==> src/design/lkvt_pkg.sv <==
// Shared widths, request codes and parameter defaults for the key/value table.
package lkvt_pkg;

    localparam int REQ_TYPE_W  = 2;
    localparam int REQ_KEY_W   = 64;
    localparam int REQ_VALUE_W = 32;
    localparam int ENTRIES_W   = 5;

    localparam int MAX_ENTRIES_DEF = 16;
    localparam int KEY_BITS_DEF    = 64;
    localparam int VALUE_BITS_DEF  = 32;

    localparam logic [REQ_TYPE_W-1:0] REQ_LOOKUP = 2'd0;
    localparam logic [REQ_TYPE_W-1:0] REQ_INSERT = 2'd1;
    localparam logic [REQ_TYPE_W-1:0] REQ_DELETE = 2'd2;

endpackage

==> src/design/linear_key_value_table_top.sv <==
// Key/value table: dense unsorted entries in two memories, linear search and compaction.
//
//  channel | direction | handshake            | payload
//  --------+-----------+----------------------+---------------------------------------------
//  req     | in        | req_valid/req_ready  | req_type, req_key, req_value
//  rsp     | out       | rsp_valid/rsp_ready  | key_found, value_out, was_done, entries_now,
//          |           |                      | table_full, table_empty
//
// One request at a time. The search reads one slot per cycle from the key and value
// memories (one registered read port each) until a hit or until every entry is read;
// the execute state then applies the request, a found delete moves each later entry down
// one slot in the shift state, and the done state loads the response register.
// Reset clears the control state and entry count; slots are never read before written.
// A stalled response is held in the output register; the next request is taken meanwhile.
module linear_key_value_table_top #(
    parameter int MAX_ENTRIES = lkvt_pkg::MAX_ENTRIES_DEF,
    parameter int KEY_BITS    = lkvt_pkg::KEY_BITS_DEF,
    parameter int VALUE_BITS  = lkvt_pkg::VALUE_BITS_DEF
) (
    input  logic                               clk,
    input  logic                               rst_n,
    input  logic                               req_valid,
    output logic                               req_ready,
    input  logic [lkvt_pkg::REQ_TYPE_W-1:0]    req_type,
    input  logic [lkvt_pkg::REQ_KEY_W-1:0]     req_key,
    input  logic [lkvt_pkg::REQ_VALUE_W-1:0]   req_value,
    output logic                               rsp_valid,
    input  logic                               rsp_ready,
    output logic                               key_found,
    output logic [lkvt_pkg::REQ_VALUE_W-1:0]   value_out,
    output logic                               was_done,
    output logic [lkvt_pkg::ENTRIES_W-1:0]     entries_now,
    output logic                               table_full,
    output logic                               table_empty
);
    import lkvt_pkg::*;

    localparam int CNT_W = $clog2(MAX_ENTRIES + 1);
    localparam int IDX_W = (MAX_ENTRIES > 1) ? $clog2(MAX_ENTRIES) : 1;
    localparam int VAL_W = (VALUE_BITS < REQ_VALUE_W) ? VALUE_BITS : REQ_VALUE_W;
    localparam logic [CNT_W-1:0] CNT_MAX = CNT_W'(MAX_ENTRIES);
    localparam logic [CNT_W-1:0] CNT_ONE = CNT_W'(1);

    typedef enum logic [4:0] {
        S_IDLE   = 5'b00001,
        S_SEARCH = 5'b00010,
        S_EXEC   = 5'b00100,
        S_SHIFT  = 5'b01000,
        S_DONE   = 5'b10000
    } state_t;

    logic [KEY_BITS-1:0] key_mem [MAX_ENTRIES];
    logic [VAL_W-1:0]    val_mem [MAX_ENTRIES];

    state_t                 state_reg, state_next;
    logic [CNT_W-1:0]       count_reg, count_next;
    logic [CNT_W-1:0]       issue_reg, issue_next;
    logic [CNT_W-1:0]       cmp_idx_reg, cmp_idx_next;
    logic                   pend_reg, pend_next;
    logic                   found_reg, found_next;
    logic                   done_reg, done_next;
    logic                   rsp_valid_reg, rsp_valid_next;

    logic [CNT_W-1:0]       slot_reg, slot_next;
    logic [REQ_TYPE_W-1:0]  op_reg;
    logic [KEY_BITS-1:0]    key_reg;
    logic [VAL_W-1:0]       val_reg;
    logic [VAL_W-1:0]       res_val_reg, res_val_next;
    logic [KEY_BITS-1:0]    key_rd_reg;
    logic [VAL_W-1:0]       val_rd_reg;

    logic                   out_found_reg;
    logic [VAL_W-1:0]       out_val_reg;
    logic                   out_done_reg;
    logic [CNT_W-1:0]       out_count_reg;

    logic                   accept;
    logic                   load_out;
    logic                   rd_en;
    logic [IDX_W-1:0]       rd_addr;
    logic                   wr_en;
    logic [IDX_W-1:0]       wr_addr;
    logic [KEY_BITS-1:0]    wr_key;
    logic [VAL_W-1:0]       wr_val;
    logic [CNT_W-1:0]       shift_dst;
    logic                   hit;

    assign req_ready = (state_reg == S_IDLE);
    assign accept    = req_valid && req_ready;
    assign hit       = pend_reg && (key_rd_reg == key_reg);
    assign shift_dst = cmp_idx_reg - CNT_ONE;
    assign rd_addr   = issue_reg[IDX_W-1:0];

    always_comb
    begin
        state_next     = state_reg;
        count_next     = count_reg;
        issue_next     = issue_reg;
        cmp_idx_next   = cmp_idx_reg;
        pend_next      = pend_reg;
        found_next     = found_reg;
        done_next      = done_reg;
        slot_next      = slot_reg;
        res_val_next   = res_val_reg;
        rsp_valid_next = rsp_valid_reg;
        load_out       = 1'b0;
        rd_en          = 1'b0;
        wr_en          = 1'b0;
        wr_addr        = count_reg[IDX_W-1:0];
        wr_key         = key_reg;
        wr_val         = val_reg;

        if (rsp_valid_reg && rsp_ready)
        begin
            rsp_valid_next = 1'b0;
        end

        case (state_reg)
            S_IDLE:
            begin
                if (accept)
                begin
                    issue_next   = '0;
                    pend_next    = 1'b0;
                    found_next   = 1'b0;
                    done_next    = 1'b0;
                    res_val_next = '0;
                    state_next   = S_SEARCH;
                end
            end
            S_SEARCH:
            begin
                if (hit)
                begin
                    found_next   = 1'b1;
                    slot_next    = cmp_idx_reg;
                    res_val_next = val_rd_reg;
                    pend_next    = 1'b0;
                    state_next   = S_EXEC;
                end
                else if (issue_reg < count_reg)
                begin
                    rd_en        = 1'b1;
                    pend_next    = 1'b1;
                    cmp_idx_next = issue_reg;
                    issue_next   = issue_reg + CNT_ONE;
                end
                else
                begin
                    pend_next = 1'b0;
                    if (!pend_reg)
                    begin
                        state_next = S_EXEC;
                    end
                end
            end
            S_EXEC:
            begin
                state_next = S_DONE;
                if (op_reg != REQ_LOOKUP)
                begin
                    res_val_next = '0;
                end
                case (op_reg)
                    REQ_INSERT:
                    begin
                        if (!found_reg && (count_reg < CNT_MAX))
                        begin
                            wr_en      = 1'b1;
                            count_next = count_reg + CNT_ONE;
                            done_next  = 1'b1;
                        end
                    end
                    REQ_DELETE:
                    begin
                        if (found_reg)
                        begin
                            done_next  = 1'b1;
                            issue_next = slot_reg + CNT_ONE;
                            pend_next  = 1'b0;
                            state_next = S_SHIFT;
                        end
                    end
                    default:
                    begin
                    end
                endcase
            end
            S_SHIFT:
            begin
                if (pend_reg)
                begin
                    wr_en   = 1'b1;
                    wr_addr = shift_dst[IDX_W-1:0];
                    wr_key  = key_rd_reg;
                    wr_val  = val_rd_reg;
                end
                if (issue_reg < count_reg)
                begin
                    rd_en        = 1'b1;
                    pend_next    = 1'b1;
                    cmp_idx_next = issue_reg;
                    issue_next   = issue_reg + CNT_ONE;
                end
                else
                begin
                    pend_next = 1'b0;
                    if (!pend_reg)
                    begin
                        count_next = count_reg - CNT_ONE;
                        state_next = S_DONE;
                    end
                end
            end
            S_DONE:
            begin
                if (!rsp_valid_reg || rsp_ready)
                begin
                    load_out       = 1'b1;
                    rsp_valid_next = 1'b1;
                    state_next     = S_IDLE;
                end
            end
            default:
            begin
                state_next = S_IDLE;
            end
        endcase
    end

    always_ff @(posedge clk or negedge rst_n)
    begin
        if (!rst_n)
        begin
            state_reg     <= S_IDLE;
            count_reg     <= '0;
            issue_reg     <= '0;
            cmp_idx_reg   <= '0;
            pend_reg      <= 1'b0;
            found_reg     <= 1'b0;
            done_reg      <= 1'b0;
            rsp_valid_reg <= 1'b0;
        end
        else
        begin
            state_reg     <= state_next;
            count_reg     <= count_next;
            issue_reg     <= issue_next;
            cmp_idx_reg   <= cmp_idx_next;
            pend_reg      <= pend_next;
            found_reg     <= found_next;
            done_reg      <= done_next;
            rsp_valid_reg <= rsp_valid_next;
        end
    end

    // Payload registers.
    always_ff @(posedge clk)
    begin
        slot_reg    <= slot_next;
        res_val_reg <= res_val_next;
        if (accept)
        begin
            op_reg  <= req_type;
            key_reg <= req_key[KEY_BITS-1:0];
            val_reg <= req_value[VAL_W-1:0];
        end
        if (load_out)
        begin
            out_found_reg <= found_reg;
            out_val_reg   <= res_val_reg;
            out_done_reg  <= done_reg;
            out_count_reg <= count_reg;
        end
    end

    // Entry storage: one write and one registered read per cycle.
    always_ff @(posedge clk)
    begin
        if (wr_en)
        begin
            key_mem[wr_addr] <= wr_key;
            val_mem[wr_addr] <= wr_val;
        end
        if (rd_en)
        begin
            key_rd_reg <= key_mem[rd_addr];
            val_rd_reg <= val_mem[rd_addr];
        end
    end

    assign rsp_valid   = rsp_valid_reg;
    assign key_found   = out_found_reg;
    assign value_out   = REQ_VALUE_W'(out_val_reg);
    assign was_done    = out_done_reg;
    assign entries_now = ENTRIES_W'(out_count_reg);
    assign table_full  = (out_count_reg == CNT_MAX);
    assign table_empty = (out_count_reg == '0);

endmodule
==> config.mk <==
export PLATFORM = sky130hd
export DESIGN_NAME = linear_key_value_table_top
export DESIGN_NICKNAME = d
export VERILOG_FILES = /design/src/design/lkvt_pkg.sv /design/src/design/linear_key_value_table_top.sv
export SDC_FILE = /design/constraint.sdc
export NUM_CORES = 1
export LEC_CHECK = 0
export BUFFER_PORTS_ARGS = -buffer_cell sky130_fd_sc_hd__buf_2
export CORE_MARGIN = 1.5
export CORE_UTILIZATION = 50
export CTS_CLUSTER_DIAMETER = 80
export DETAILED_ROUTE_END_ITERATION = 7
export PLACE_DENSITY = 0.66
export SLEW_MARGIN = 25
export SYNTH_ARGS = -nofsm -noshare
export SYNTH_HDL_FRONTEND = slang
export SYNTH_SLANG_ARGS = --single-unit
==> constraint.sdc <==
create_clock -name clk -period 9.5 [get_ports clk]
set_input_delay 0.95 -clock clk [delete_from_list [all_inputs] [get_ports clk]]
set_output_delay 0.95 -clock clk [all_outputs]
set_load 0.005 [all_outputs]
==> out/results.tsv <==
stage	metric	value	unit
pwr	power_leakage	24.3	nW
cts	clock_sinks	1830	
finish	fillers	9792	
worst_setup_path	arrival	5.49	ns
pwr	p_int	0.0155	W
routing	drt_first_iter_violations	3513	
routing	drtAntennaViolNets	0	
finish	largest-register	key_mem	
pwr	seqPwrFrac	0.479	
finish	drive_above_1_share	0.316	
cts	clk_pin_slew	0.06	ns
grt	grt_pass1_vias	32645	
sta	worstMarginPinSlew	1.11	ns
routing	wl_met2	77800	um
die	die_w	375	um
run	drv_cap	0	
routing	drt_drc_violations_left	0	
sta	fmax	198	MHz
synthesis	avgSynthCellArea	23.9	um^2
finish	final_cell_mix	edfxtp_1, mux4_2, clkbuf_16	
pwr	power_frac_clock	0.338	
routing	met3_length	12400	um
routing	top_layer	met5	
finish	utilization	0.570	
synthesis	synth-edff-count	1806	
cts	cts_root_buf	clkbuf_16	
placement	numPlacedInstances	4752	
die	fp.coreArea	137000	um^2
die	io_pins	145	
finish	antenna_cells	0	
sta	fin_tns_setup	0	ns
synthesis	syn_nets	3006	
finish	area_growth	13.1	%
synthesis	syn-cell-area	69300	um^2
sta	post-route-min-period	5.05	ns
grt	antenna_found_initial	7	
pwr	switching_power	0.00531	W
worst_setup_path	critical_path_class	reg -> reg	
sta	rsz0062_at_grt	no	
routing	viasPerCell	6.14	
worst_setup_path	cp.required	9.95	ns
cts	cts-buffers-inserted	181	
sta	finalHoldViolations	0	
placement	place_ws	4.34	ns
pwr	ir_worst_vdd	0.000283	V
routing	wl_met1	63600	um
placement	dp_hpwl	78300	um
worst_setup_path	startpoint_type	flip-flop	
finish	fin_cells	5090	
die	start_util	0.504	
cts	clockBufferDepth	3	
finish	largest_registers	key_mem: 1024 flops, val_mem: 512 flops	
synthesis	synth_cell_types	52	
synthesis	yosysWarnings	0	
pwr	power_density	266	nW/um^2
cts	cts_tree	done	
pwr	p_comb_frac	0.182	
cts	ctsHtreeMaxLevel	4	
placement	place.port_buffers	144	
cts	insertion_delay	0.81	ns
sta	hold_slack	0.160	ns
cts	hold_buffers	0	
sta	finalCritPeriodShare	0.531	
synthesis	synth_cells	2894	
min_path	hold_class	in -> async	
worst_setup_path	critPathMaxFanout	38	
die	die_h	375	um
routing	wl_per_cell	30.8	um
grt	grt_max_degree	131	
die	dieArea	141000	um^2
finish	layout_commonest_cell	edfxtp_1	
routing	vias	31269	
finish	nNetsFinal	3253	
sta	slew_violations	0	
synthesis	synth_seq_cells	1830	
grt	grt-ovfl-total	0	
worst_setup_path	endpoint_kind	flip-flop	
cts	post_cts.repair.setup_buffers	0	
pwr	p_sw_frac	0.255	
grt	grt_util_all_layers	0.227	
routing	first_pass_iters	5	
sta	max-slew-margin-rel	0.260	
synthesis	synth_seq_area_share	0.792	
synthesis	synth_ff_type	edfxtp_1	
cts	post_cts_resized	0	
die	num_rows	136	
synthesis	async_flop_share	0.0131	
sta	setup_ws	4.45	ns
routing	routed_wl	157000	um
run_status	status	completed	
finish	largest_reg_flops	1024	
sta	finalSetupViolCount	0	
grt	grt_pass1_wl	229000	um
placement	gp_congestion	0.746	
sta	finClkSkew	0.0468	ns
per-layer routing:
| layer | global-route usage | vias up |
|---|---|---|
| li1 | - | 12757 |
| met1 | 0.324 | 16922 |
| met2 | 0.365 | 1382 |
| met3 | 0.0444 | 204 |
| met4 | 0.0555 | 4 |
| met5 | 0 | - |
cell type report:
cell class,instances,area [um^2],share of cell area
clock buffers,227,4750,0.0607
clock inverters,111,1120,0.0143
inverters,11,48.8,0.000623
multi-input cells,921,14000,0.179
flip-flops and latches,1830,54800,0.700
well taps,1794,2240,0.0287
repair buffers,196,1300,0.0166
critical path: stages (launching register included):
cell,delay [ns]
edfxtp_1,0.40
xor2_1,0.17
nor4_1,0.84
nand4_1,0.45
nor4_2,0.75
buf_4,0.24
a21oi_1,0.11
o21ai_2,0.40
inv_4,0.27
buf_4,0.47
buf_4,0.51
cell usage after synthesis (3+ instances only):
cell type	number	share of area
nand4_1	4	0.00036
and2_1	34	0.0031
and3_1	3	0.00027
mux4_2	480	0.16
clkbuf_1	90	0.0049
o31ai_1	3	0.00033
a21o_1	4	0.00043
nand3b_1	4	0.00043
edfxtp_1	1806	0.78
inv_1	11	0.00060
nor3_1	3	0.00022
xnor2_1	7	0.00089
nor2b_1	3	0.00027
xor2_1	65	0.0082
buf_2	26	0.0019
o21ai_0	7	0.00051
ha_1	9	0.0016
buf_1	14	0.00076
nor4_1	18	0.0016
nand2_1	121	0.0066
o22ai_1	3	0.00027
nand3_1	5	0.00036
a32oi_1	3	0.00038
mux2_2	71	0.012
dfrtp_1	23	0.0083
a21oi_1	13	0.00094
nor2_1	31	0.0017
path summary, 6_finish.rpt:
path	start	end	slack (ns)	depth (start not counted)
min	rst_n	cmp_idx_reg[2]$_DFFE_PN0P_	0.16	1
max reg2reg	key_rd_reg[12]$_DFFE_PP_	val_rd_reg[31]$_DFFE_PP_	4.45	10
min in group clk	req_key[45]	key_reg[45]$_DFFE_PP_	0.32	1
max	key_rd_reg[12]$_DFFE_PP_	val_rd_reg[31]$_DFFE_PP_	4.45	10
max in group asynchronous	rst_n	issue_reg[1]$_DFFE_PN0P_	8.89	1
min reg2reg	res_val_reg[13]$_SDFFCE_PN0P_	value_out[13]$_DFFE_PP_	0.42	0
through the flow:
stage / instance area, um^2 / total power [W]
floorplan: 69300 / 0.0129
global placement: 72400 / 0.0139
detailed placement: 72400 / 0.0140
CTS: 78300 / 0.0211
global route: 78300 / 0.0216
finish: 78300 / 0.0209
power groups by stage:
| stage | registers [W] | clock network (W) | logic, W |
|---|---|---|---|
| floorplan | 0.00999 | 0 | 0.00293 |
| global placement | 0.0102 | 0 | 0.00375 |
| detailed placement | 0.0102 | 0 | 0.00386 |
| CTS | 0.0100 | 0.00718 | 0.00388 |
| global route | 0.0100 | 0.00750 | 0.00409 |
| finish | 0.0100 | 0.00705 | 0.00380 |
cell families (layout without fill, tap and decap cells):
kind of cell | count (synthesis) | count (layout) | synth area share
DFF | 1830 | 1830 | 0.792
muxes | 555 | 555 | 0.168
and+or+nand+nor | 237 | 237 | 0.0162
buffers and inverters | 143 | 545 | 0.00838
xor gates and xnor gates | 72 | 72 | 0.00910
AOI/OAI and AO/OA | 47 | 47 | 0.00450
adders and majority gates | 10 | 10 | 0.00191
Note: power is estimated with default switching activity, not from simulation.
